### src/hdl/cmtm_pkg.sv
package cmtm_pkg;

  localparam int ID_W   = 29;
  localparam int TIME_W = 32;
  localparam int CNT_W  = 32;
  localparam int HITS_W = 12;
  localparam int CMD_W  = 3;

  localparam int EXPECT_SLOTS_DEF = 12;
  localparam int SUB_SLOTS_DEF    = 12;

  // command codes
  localparam logic [CMD_W-1:0] CMD_ARM   = 3'd0;
  localparam logic [CMD_W-1:0] CMD_SUB   = 3'd1;
  localparam logic [CMD_W-1:0] CMD_FRAME = 3'd2;
  localparam logic [CMD_W-1:0] CMD_TICK  = 3'd3;
  localparam logic [CMD_W-1:0] CMD_QUERY = 3'd4;

  typedef enum logic [4:0] {
    S_IDLE     = 5'b00001,
    S_ALLOC    = 5'b00010,
    S_SCAN_EXP = 5'b00100,
    S_SCAN_SUB = 5'b01000,
    S_DONE     = 5'b10000
  } state_t;

  // result of the shared compare unit
  typedef struct packed {
    logic id_eq;
    logic expired;
  } cmp_res_t;

endpackage

### src/hdl/cmtm_ram.sv
module cmtm_ram #(
  parameter int WIDTH = 32,
  parameter int DEPTH = 12,
  localparam int AW = (DEPTH > 1) ? $clog2(DEPTH) : 1
) (
  input  logic             clk,
  input  logic             we,
  input  logic [AW-1:0]    wa,
  input  logic [WIDTH-1:0] wd,
  input  logic [AW-1:0]    ra,
  output logic [WIDTH-1:0] rd
);

  logic [WIDTH-1:0] mem [DEPTH];
  logic [WIDTH-1:0] rd_r;

  always_ff @(posedge clk) begin
    if (we) begin
      mem[wa] <= wd;
    end
    rd_r <= mem[ra];
  end

  assign rd = rd_r;

endmodule

### src/hdl/cmtm_cmp_unit.sv
module cmtm_cmp_unit (
  input  logic [cmtm_pkg::ID_W-1:0]   id_a,
  input  logic [cmtm_pkg::ID_W-1:0]   id_b,
  input  logic [cmtm_pkg::TIME_W-1:0] now,
  input  logic [cmtm_pkg::TIME_W-1:0] last,
  input  logic [cmtm_pkg::TIME_W-1:0] timeout,
  output cmtm_pkg::cmp_res_t          res
);

  import cmtm_pkg::*;

  logic [TIME_W-1:0] elapsed;

  // wrapping difference, then one compare against the timeout
  assign elapsed     = now - last;
  assign res.id_eq   = (id_a == id_b);
  assign res.expired = (elapsed > timeout);

endmodule

### src/hdl/can_message_timeout_monitor.sv
// channel  | direction | signals
// ---------+-----------+-----------------------------------------------------------
// in_      | input     | valid/ready, command, frame_id, time_ms, allowed_ms
// out_     | output    | valid/ready, status, subscriber_hits, id_missing, counts
//
// one command at a time; a shared id/time comparator walks the slot tables
// arm and subscribe search the flags for the first free slot
// tick and query scan the expectation table; frame scans it, then the subscriber table
// the slot memories have one read port each and a registered read
// rst_n (synchronous) clears armed/missing/used flags, time and counters at once
// a waiting result does not block the next transfer in; a stalled out_ holds in done
module can_message_timeout_monitor #(
  parameter int EXPECT_SLOTS = cmtm_pkg::EXPECT_SLOTS_DEF,
  parameter int SUB_SLOTS    = cmtm_pkg::SUB_SLOTS_DEF
) (
  input  logic                         clk,
  input  logic                         rst_n,
  input  logic                         in_valid,
  output logic                         in_ready,
  input  logic [cmtm_pkg::CMD_W-1:0]   in_command,
  input  logic [cmtm_pkg::ID_W-1:0]    in_frame_id,
  input  logic [cmtm_pkg::TIME_W-1:0]  in_time_ms,
  input  logic [cmtm_pkg::TIME_W-1:0]  in_allowed_ms,
  output logic                         out_valid,
  input  logic                         out_ready,
  output logic                         out_status,
  output logic [cmtm_pkg::HITS_W-1:0]  out_subscriber_hits,
  output logic                         out_id_missing,
  output logic [cmtm_pkg::CNT_W-1:0]   out_rx_count,
  output logic [cmtm_pkg::CNT_W-1:0]   out_unexpected_count,
  output logic [cmtm_pkg::CNT_W-1:0]   out_missing_count
);

  import cmtm_pkg::*;

  localparam int EAW = (EXPECT_SLOTS > 1) ? $clog2(EXPECT_SLOTS) : 1;
  localparam int SAW = (SUB_SLOTS > 1) ? $clog2(SUB_SLOTS) : 1;
  localparam int IW  = (EAW > SAW) ? EAW : SAW;
  // expectation word: id, timeout, last seen
  localparam int EW  = ID_W + 2 * TIME_W;

  localparam logic [IW-1:0] LAST_E = IW'(EXPECT_SLOTS - 1);
  localparam logic [IW-1:0] LAST_S = IW'(SUB_SLOTS - 1);

  // sequencer and flags
  state_t                  state_r, state_nxt;
  logic [IW-1:0]           idx_r, idx_nxt;        // read issue index
  logic                    issue_r, issue_nxt;
  logic [IW-1:0]           idx_d_r, idx_d_nxt;    // index of data coming out of the rams
  logic                    vld_d_r, vld_d_nxt;
  logic [EXPECT_SLOTS-1:0] armed_r, armed_nxt;
  logic [EXPECT_SLOTS-1:0] missing_r, missing_nxt;
  logic [SUB_SLOTS-1:0]    used_r, used_nxt;
  logic [TIME_W-1:0]       cur_time_r, cur_time_nxt;
  logic [CNT_W-1:0]        rx_cnt_r, rx_cnt_nxt;
  logic [CNT_W-1:0]        unexp_cnt_r, unexp_cnt_nxt;
  logic [CNT_W-1:0]        miss_cnt_r, miss_cnt_nxt;
  logic                    out_valid_r, out_valid_nxt;

  // per-command working values
  logic                    status_r, status_nxt;
  logic [HITS_W-1:0]       hits_r, hits_nxt;
  logic                    qmiss_r, qmiss_nxt;
  logic                    found_r, found_nxt;
  logic                    known_r, known_nxt;

  // latched command
  logic [CMD_W-1:0]        cmd_r;
  logic [ID_W-1:0]         id_r;
  logic [TIME_W-1:0]       time_r;
  logic [TIME_W-1:0]       tmo_r;

  // result register
  logic                    o_status_r;
  logic [HITS_W-1:0]       o_hits_r;
  logic                    o_qmiss_r;
  logic [CNT_W-1:0]        o_rx_r;
  logic [CNT_W-1:0]        o_unexp_r;
  logic [CNT_W-1:0]        o_miss_r;
  logic                    o_load;

  // memory ports
  logic                    exp_we;
  logic [EAW-1:0]          exp_wa;
  logic [EW-1:0]           exp_wd;
  logic [EW-1:0]           exp_rd;
  logic                    sub_we;
  logic [SAW-1:0]          sub_wa;
  logic [ID_W-1:0]         sub_rd;

  logic [ID_W-1:0]         exp_rd_id;
  logic [TIME_W-1:0]       exp_rd_tmo;
  logic [TIME_W-1:0]       exp_rd_last;
  logic [ID_W-1:0]         cmp_id_b;
  cmp_res_t                cmp;

  logic                    in_xfer;
  logic                    last_issue;
  logic [EAW-1:0]          e_slot;
  logic [EAW-1:0]          a_eslot;
  logic [SAW-1:0]          a_sslot;
  logic                    slot_free;

  assign in_ready = (state_r == S_IDLE);
  assign in_xfer  = in_valid && in_ready;

  assign {exp_rd_id, exp_rd_tmo, exp_rd_last} = exp_rd;

  assign e_slot  = idx_d_r[EAW-1:0];
  assign a_eslot = idx_r[EAW-1:0];
  assign a_sslot = idx_r[SAW-1:0];

  // one comparator serves both tables: subscriber ids during the second pass
  assign cmp_id_b = (state_r == S_SCAN_SUB) ? sub_rd : exp_rd_id;

  cmtm_cmp_unit u_cmp (
    .id_a    (id_r),
    .id_b    (cmp_id_b),
    .now     (time_r),
    .last    (exp_rd_last),
    .timeout (exp_rd_tmo),
    .res     (cmp)
  );

  cmtm_ram #(
    .WIDTH (EW),
    .DEPTH (EXPECT_SLOTS)
  ) u_exp_ram (
    .clk (clk),
    .we  (exp_we),
    .wa  (exp_wa),
    .wd  (exp_wd),
    .ra  (idx_r[EAW-1:0]),
    .rd  (exp_rd)
  );

  cmtm_ram #(
    .WIDTH (ID_W),
    .DEPTH (SUB_SLOTS)
  ) u_sub_ram (
    .clk (clk),
    .we  (sub_we),
    .wa  (sub_wa),
    .wd  (id_r),
    .ra  (idx_r[SAW-1:0]),
    .rd  (sub_rd)
  );

  // free-slot test for the allocation walk
  always_comb begin
    if (cmd_r == CMD_ARM) begin
      slot_free = !armed_r[a_eslot];
    end else begin
      slot_free = !used_r[a_sslot];
    end
  end

  // last read of the current pass
  always_comb begin
    if (state_r == S_SCAN_SUB) begin
      last_issue = (idx_r == LAST_S);
    end else begin
      last_issue = (idx_r == LAST_E);
    end
  end

  always_comb begin
    state_nxt     = state_r;
    idx_nxt       = idx_r;
    issue_nxt     = issue_r;
    idx_d_nxt     = idx_r;
    vld_d_nxt     = 1'b0;
    armed_nxt     = armed_r;
    missing_nxt   = missing_r;
    used_nxt      = used_r;
    cur_time_nxt  = cur_time_r;
    rx_cnt_nxt    = rx_cnt_r;
    unexp_cnt_nxt = unexp_cnt_r;
    miss_cnt_nxt  = miss_cnt_r;
    out_valid_nxt = out_valid_r && !out_ready;
    status_nxt    = status_r;
    hits_nxt      = hits_r;
    qmiss_nxt     = qmiss_r;
    found_nxt     = found_r;
    known_nxt     = known_r;
    o_load        = 1'b0;
    exp_we        = 1'b0;
    exp_wa        = a_eslot;
    exp_wd        = {id_r, tmo_r, cur_time_r};
    sub_we        = 1'b0;
    sub_wa        = a_sslot;

    unique case (state_r)
      S_IDLE: begin
        if (in_xfer) begin
          status_nxt = 1'b0;
          hits_nxt   = '0;
          qmiss_nxt  = 1'b0;
          found_nxt  = 1'b0;
          known_nxt  = 1'b0;
          idx_nxt    = '0;
          issue_nxt  = 1'b1;
          if (in_command == CMD_TICK) begin
            cur_time_nxt = in_time_ms;
          end
          if (in_command == CMD_ARM || in_command == CMD_SUB) begin
            state_nxt = S_ALLOC;
          end else if (in_command == CMD_FRAME || in_command == CMD_TICK ||
                       in_command == CMD_QUERY) begin
            state_nxt = S_SCAN_EXP;
          end else begin
            state_nxt = S_DONE;
          end
        end
      end

      // walk the flags for the lowest free slot
      S_ALLOC: begin
        if (slot_free) begin
          if (cmd_r == CMD_ARM) begin
            exp_we               = 1'b1;
            armed_nxt[a_eslot]   = 1'b1;
            missing_nxt[a_eslot] = 1'b0;
          end else begin
            sub_we            = 1'b1;
            used_nxt[a_sslot] = 1'b1;
          end
          state_nxt = S_DONE;
        end else if ((cmd_r == CMD_ARM && idx_r == LAST_E) ||
                     (cmd_r != CMD_ARM && idx_r == LAST_S)) begin
          status_nxt = 1'b1;
          state_nxt  = S_DONE;
        end else begin
          idx_nxt = idx_r + IW'(1);
        end
      end

      S_SCAN_EXP: begin
        vld_d_nxt = issue_r;
        if (issue_r) begin
          if (last_issue) begin
            issue_nxt = 1'b0;
          end else begin
            idx_nxt = idx_r + IW'(1);
          end
        end
        if (vld_d_r && armed_r[e_slot]) begin
          unique case (cmd_r)
            CMD_FRAME: begin
              if (cmp.id_eq) begin
                // refresh last seen, keep id and timeout
                exp_we              = 1'b1;
                exp_wa              = e_slot;
                exp_wd              = {exp_rd_id, exp_rd_tmo, cur_time_r};
                missing_nxt[e_slot] = 1'b0;
                known_nxt           = 1'b1;
              end
            end
            CMD_TICK: begin
              if (cmp.expired) begin
                if (!missing_r[e_slot]) begin
                  miss_cnt_nxt = miss_cnt_r + CNT_W'(1);
                end
                missing_nxt[e_slot] = 1'b1;
              end
            end
            CMD_QUERY: begin
              if (cmp.id_eq && !found_r) begin
                qmiss_nxt = missing_r[e_slot];
                found_nxt = 1'b1;
              end
            end
            default: begin
            end
          endcase
        end
        if (vld_d_r && idx_d_r == LAST_E) begin
          if (cmd_r == CMD_FRAME) begin
            idx_nxt   = '0;
            issue_nxt = 1'b1;
            state_nxt = S_SCAN_SUB;
          end else begin
            state_nxt = S_DONE;
          end
        end
      end

      S_SCAN_SUB: begin
        vld_d_nxt = issue_r;
        if (issue_r) begin
          if (last_issue) begin
            issue_nxt = 1'b0;
          end else begin
            idx_nxt = idx_r + IW'(1);
          end
        end
        if (vld_d_r && used_r[idx_d_r[SAW-1:0]] && cmp.id_eq) begin
          // slots past the hit mask still count as known
          known_nxt = 1'b1;
          hits_nxt  = hits_r | (HITS_W'(1) << idx_d_r);
        end
        if (vld_d_r && idx_d_r == LAST_S) begin
          state_nxt = S_DONE;
        end
      end

      S_DONE: begin
        if (!out_valid_r || out_ready) begin
          if (cmd_r == CMD_FRAME) begin
            rx_cnt_nxt = rx_cnt_r + CNT_W'(1);
            if (!known_r) begin
              unexp_cnt_nxt = unexp_cnt_r + CNT_W'(1);
            end
          end
          o_load        = 1'b1;
          out_valid_nxt = 1'b1;
          state_nxt     = S_IDLE;
        end
      end

      default: begin
        state_nxt = S_IDLE;
      end
    endcase
  end

  // control state
  always_ff @(posedge clk) begin
    if (!rst_n) begin
      state_r     <= S_IDLE;
      idx_r       <= '0;
      issue_r     <= 1'b0;
      idx_d_r     <= '0;
      vld_d_r     <= 1'b0;
      armed_r     <= '0;
      missing_r   <= '0;
      used_r      <= '0;
      cur_time_r  <= '0;
      rx_cnt_r    <= '0;
      unexp_cnt_r <= '0;
      miss_cnt_r  <= '0;
      out_valid_r <= 1'b0;
      status_r    <= 1'b0;
      hits_r      <= '0;
      qmiss_r     <= 1'b0;
      found_r     <= 1'b0;
      known_r     <= 1'b0;
    end else begin
      state_r     <= state_nxt;
      idx_r       <= idx_nxt;
      issue_r     <= issue_nxt;
      idx_d_r     <= idx_d_nxt;
      vld_d_r     <= vld_d_nxt;
      armed_r     <= armed_nxt;
      missing_r   <= missing_nxt;
      used_r      <= used_nxt;
      cur_time_r  <= cur_time_nxt;
      rx_cnt_r    <= rx_cnt_nxt;
      unexp_cnt_r <= unexp_cnt_nxt;
      miss_cnt_r  <= miss_cnt_nxt;
      out_valid_r <= out_valid_nxt;
      status_r    <= status_nxt;
      hits_r      <= hits_nxt;
      qmiss_r     <= qmiss_nxt;
      found_r     <= found_nxt;
      known_r     <= known_nxt;
    end
  end

  // command and result payload
  always_ff @(posedge clk) begin
    if (in_xfer) begin
      cmd_r  <= in_command;
      id_r   <= in_frame_id;
      time_r <= in_time_ms;
      tmo_r  <= in_allowed_ms;
    end
    if (o_load) begin
      o_status_r <= status_r;
      o_hits_r   <= hits_r;
      o_qmiss_r  <= qmiss_r;
      o_rx_r     <= rx_cnt_nxt;
      o_unexp_r  <= unexp_cnt_nxt;
      o_miss_r   <= miss_cnt_r;
    end
  end

  assign out_valid            = out_valid_r;
  assign out_status           = o_status_r;
  assign out_subscriber_hits  = o_hits_r;
  assign out_id_missing       = o_qmiss_r;
  assign out_rx_count         = o_rx_r;
  assign out_unexpected_count = o_unexp_r;
  assign out_missing_count    = o_miss_r;

endmodule

### config.mk
export PLATFORM = sky130hd
export DESIGN_NAME = can_message_timeout_monitor
export DESIGN_NICKNAME = d
export VERILOG_FILES = /design/src/hdl/cmtm_pkg.sv /design/src/hdl/cmtm_ram.sv /design/src/hdl/cmtm_cmp_unit.sv /design/src/hdl/can_message_timeout_monitor.sv
export SDC_FILE = /design/constraint.sdc
export NUM_CORES = 2
export LEC_CHECK = 0
export BUFFER_PORTS_ARGS = -buffer_cell sky130_fd_sc_hd__clkbuf_2
export CORE_AREA = 2 2 354 356
export CTS_CLUSTER_SIZE = 30
export DETAILED_ROUTE_END_ITERATION = 8
export DIE_AREA = 0 0 356 358
export GPL_TIMING_DRIVEN = 0
export PLACE_DENSITY_LB_ADDON = 0.05
export SLEW_MARGIN = 20
export SYNTH_ARGS = -nofsm -noshare
export SYNTH_HDL_FRONTEND = slang
export SYNTH_SLANG_ARGS = --single-unit
### constraint.sdc
create_clock -name clk -period 11.6 [get_ports clk]
set_input_delay 0.58 -clock clk [delete_from_list [all_inputs] [get_ports clk]]
set_output_delay 0.58 -clock clk [all_outputs]
set_load 0.02 [all_outputs]
==> metrics <==
status complete, no violations; final worst slack 4.558 ns; Final Instance Area 89710 µm²; Iter 0 DRT Violations 4861; gr usage total 0.3002; Root Driver clkbuf_16; Site Rows 129; slowest stage delay, CP 0.61 ns; HP Start in_command[2]; Unique masters post-synth 84; WL/cell 28.03 µm; Max-Cap Viols 0; worst slew pin tran 1.202 ns; global route overflow 0; Final Setup Violations 0; post-CTS setup buffers 0; delay-heaviest family, CP compound AO/OA/AOI/OAI gates; commonest non-fill, non-tap cell in the layout edfxtp_1; syn avg cell area 17.81 µm²; CTS buffer count 192; Routed Wire Length 188000 µm; number of flops mapped to enable cells by yosys 1670; Worst Setup SP time_r[0]; clk_lat worst skew 0.81 ns; Ys Warns 0; flops & latches, synth 1988; Rel. slew slack 0.1989; Hold Crit Class in2reg; chip width 356 µm; Critical Path RT 12.24 ns; CP Cell Sequence inv_1, ha_1, inv_1, fa_1, a21o_1, a311o_1, a311o_1, o21ai_1, a21oi_1, o41ai_2, nand3_1, a2111o_1, o311ai_1, ha_1, nand3_1, or3_1, nand3b_1, a41o_1, a21oi_2, nand3_2, buf_2, nor3_1, xnor2_1, nor2_1; clock transition at the registers of the reported paths 0.07 ns; fin crit period 7.042 ns; vias in the first global route 41140; dominant synthesized flop cell edfxtp_1; Fmax 142.0 MHz; Bufs and invs on worst path 3; Arrival @ worst endpoint 7.69 ns; layout cells sized above 1 0.2117; Overall Power 14.62 mW; Die Height 358 µm; Non-Filler Instances 6707; Syn Inst Count 4289; vias per std cell 6.204; Slew Viols, Final 0; Vias 41610; largest net degree at the start of global routing 51; Residual DRC 0; CTS tree done; first-pass GRT wire length 274600 µm; area of the die 127400 µm²; initial antenna violation count 7; Max stage delay cell, worst path a21oi_2; Pre-Repair DR Iteration Count 8; WHS 0.04906 ns; initial cell density of the core 0.6193; Final period util 0.6070; Placed Cells 6250; worst clock skew 0.03178 ns; Cell Area, Placed 82410 µm²; Core ar. 123300 µm²; post-synthesis async set-or-reset flop share 0; Synthesized Nets 4460; Fin. Hold Viols 0; post-detailed-route count of antenna-violating nets 0; post-synthesis sequential area ratio 0.7400; commonest non-fill, non-tap cells in the layout edfxtp_1 (1670), mux4_2 (381), nand2_1 (331), dfxtp_1 (318), clkbuf_2 (238); fin nets 5072; I/O Buffers 210; H-tree depth 4; P_leak 30.46 nW; setup TNS 0 ns; critical path capture point type register; fin util 0.7275; Crit Path Category reg2reg; Crit Reg-Reg Startpoint time_r[0]; power per cell area 162.9 nW/µm²; # IOs 212; routability congestion estimate 0.8750; clock sink count 1988; DP Wirelength 126100 µm; RSZ-0062 raised after global routing false; pre-CTS WS 4.698 ns; Bufs on Longest Clock Path 3; post-synth design cell area 76370 µm²; crit start category register; CP max FO 10; Max IR drop VDD 0.1688 mV; Layout Area Growth over Synthesis 17.47%
[where the power goes]
part	total [mW]	internal (mW)	switching (mW)	leakage (nW)
logic	0.495	0.162	0.333	9.34
clock network	6.20	3.62	2.57	3.10
registers	7.92	7.83	0.0898	18.0
total	14.6	11.6	3.00	30.5
[worst reg2reg max path, cell delays in order (launching register included)]
cell and delay, ns:
edfxtp_1 0.36, inv_1 0.08, ha_1 0.17, inv_1 0.06, fa_1 0.39, a21o_1 0.23, a311o_1 0.43, a311o_1 0.34
o21ai_1 0.25, a21oi_1 0.17, o41ai_2 0.40, nand3_1 0.20, a2111o_1 0.42, o311ai_1 0.20, ha_1 0.24, nand3_1 0.09
or3_1 0.34, nand3b_1 0.40, a41o_1 0.46, a21oi_2 0.61, nand3_2 0.36, buf_2 0.29, nor3_1 0.20, xnor2_1 0.16
nor2_1 0.06
[registers in the layout, indices dropped and copies added, names as in the netlist, 29 cells and up, named ones only]
register              count
tmo_r                    32
u_exp_ram.rd             93
cur_time_r               32
out_missing_count        32
unexp_cnt_r              32
id_r                     29
u_sub_ram.rd             29
miss_cnt_r               32
out_rx_count             32
u_sub_ram.mem           348
rx_cnt_r                 32
time_r                   32
u_exp_ram.mem          1116
out_unexpected_count     32
[final timing paths]
check,end,slack (ns),depth (start not counted)
min reg2reg,out_subscriber_hits[4],0.43,0
max,miss_cnt_r[30],4.56,24
min,cmd_r[2],0.05,1
max reg2reg,miss_cnt_r[30],4.56,24
[layer usage]
layer,vias to the layer above,wire (µm),part of all wire,GRT usage
met1,21350,74690,0.40,0.4177
met2,1907,91650,0.49,0.4857
met3,334,15350,0.082,0.05501
li1,18010,-,-,-
met4,4,6302,0.034,0.1044
met5,-,27,0.00014,0
[Yosys cell counts (all sizes together) (4+ instances only)]
cell	instances	area [µm²]
a21o	14	105.1
nand3	51	260.3
xnor2	99	867.1
a222oi	5	50.05
nor4	25	168.9
and3	25	156.4
o32ai	4	35.03
or3	11	73.82
ha	70	875.8
xor2	45	394.1
edfxtp	1670	50150
nand2b	14	87.58
dfxtp	318	6366
buf	69	329.1
nor2	153	590.6
o22ai	13	81.33
inv	103	386.6
nand4	29	209.0
mux4	381	8581
mux2i	138	1381
o21ai	206	1031
a31oi	11	68.82
and2	71	444.2
a221oi	4	35.03
nand3b	5	37.54
nor2b	19	118.9
a21oi	115	579.3
a2111oi	4	41.29
nor3	34	170.2
nand2	331	1242
a211oi	4	30.03
and4	14	122.6
clkbuf	149	559.3
o21a	30	225.2
[cell type report]
type | instances | area (µm²)
Antenna cell | 2 | 5.005
Buffer | 218 | 923.4
Clock buffer | 282 | 5637
Clock inverter | 79 | 688.2
Fill cell | 7548 | 33610
Inverter | 104 | 395.4
Multi-Input combinational cell | 1979 | 18850
Sequential cell | 1988 | 56510
Tap cell | 1637 | 2048
Timing Repair Buffer | 418 | 4647
[what timing repair did]
| item | CTS | global route |
|---|---|---|
| endpoints found under the setup margin | 0 | 0 |
| resized for setup | 0 | 0 |
| hold endpoints to repair | 96 | 0 |
| hold buffers | 94 | 0 |
[cells by family (layout without fill, tap and decap cells)]
group,Yosys count,after routing,synth area share
AO/OA/AOI/OAI,448,448,0.03446
other,0,2,0
multiplexers,522,522,0.1309
adder cells (fa/ha/maj),71,71,0.01173
AND/OR/NAND/NOR,794,794,0.04958
buffers and inverters,322,1101,0.01674
XOR/XNOR,144,144,0.01652
flip-flops,1988,1988,0.7400
No activity file was read; power rests on OpenSTA's default activity.
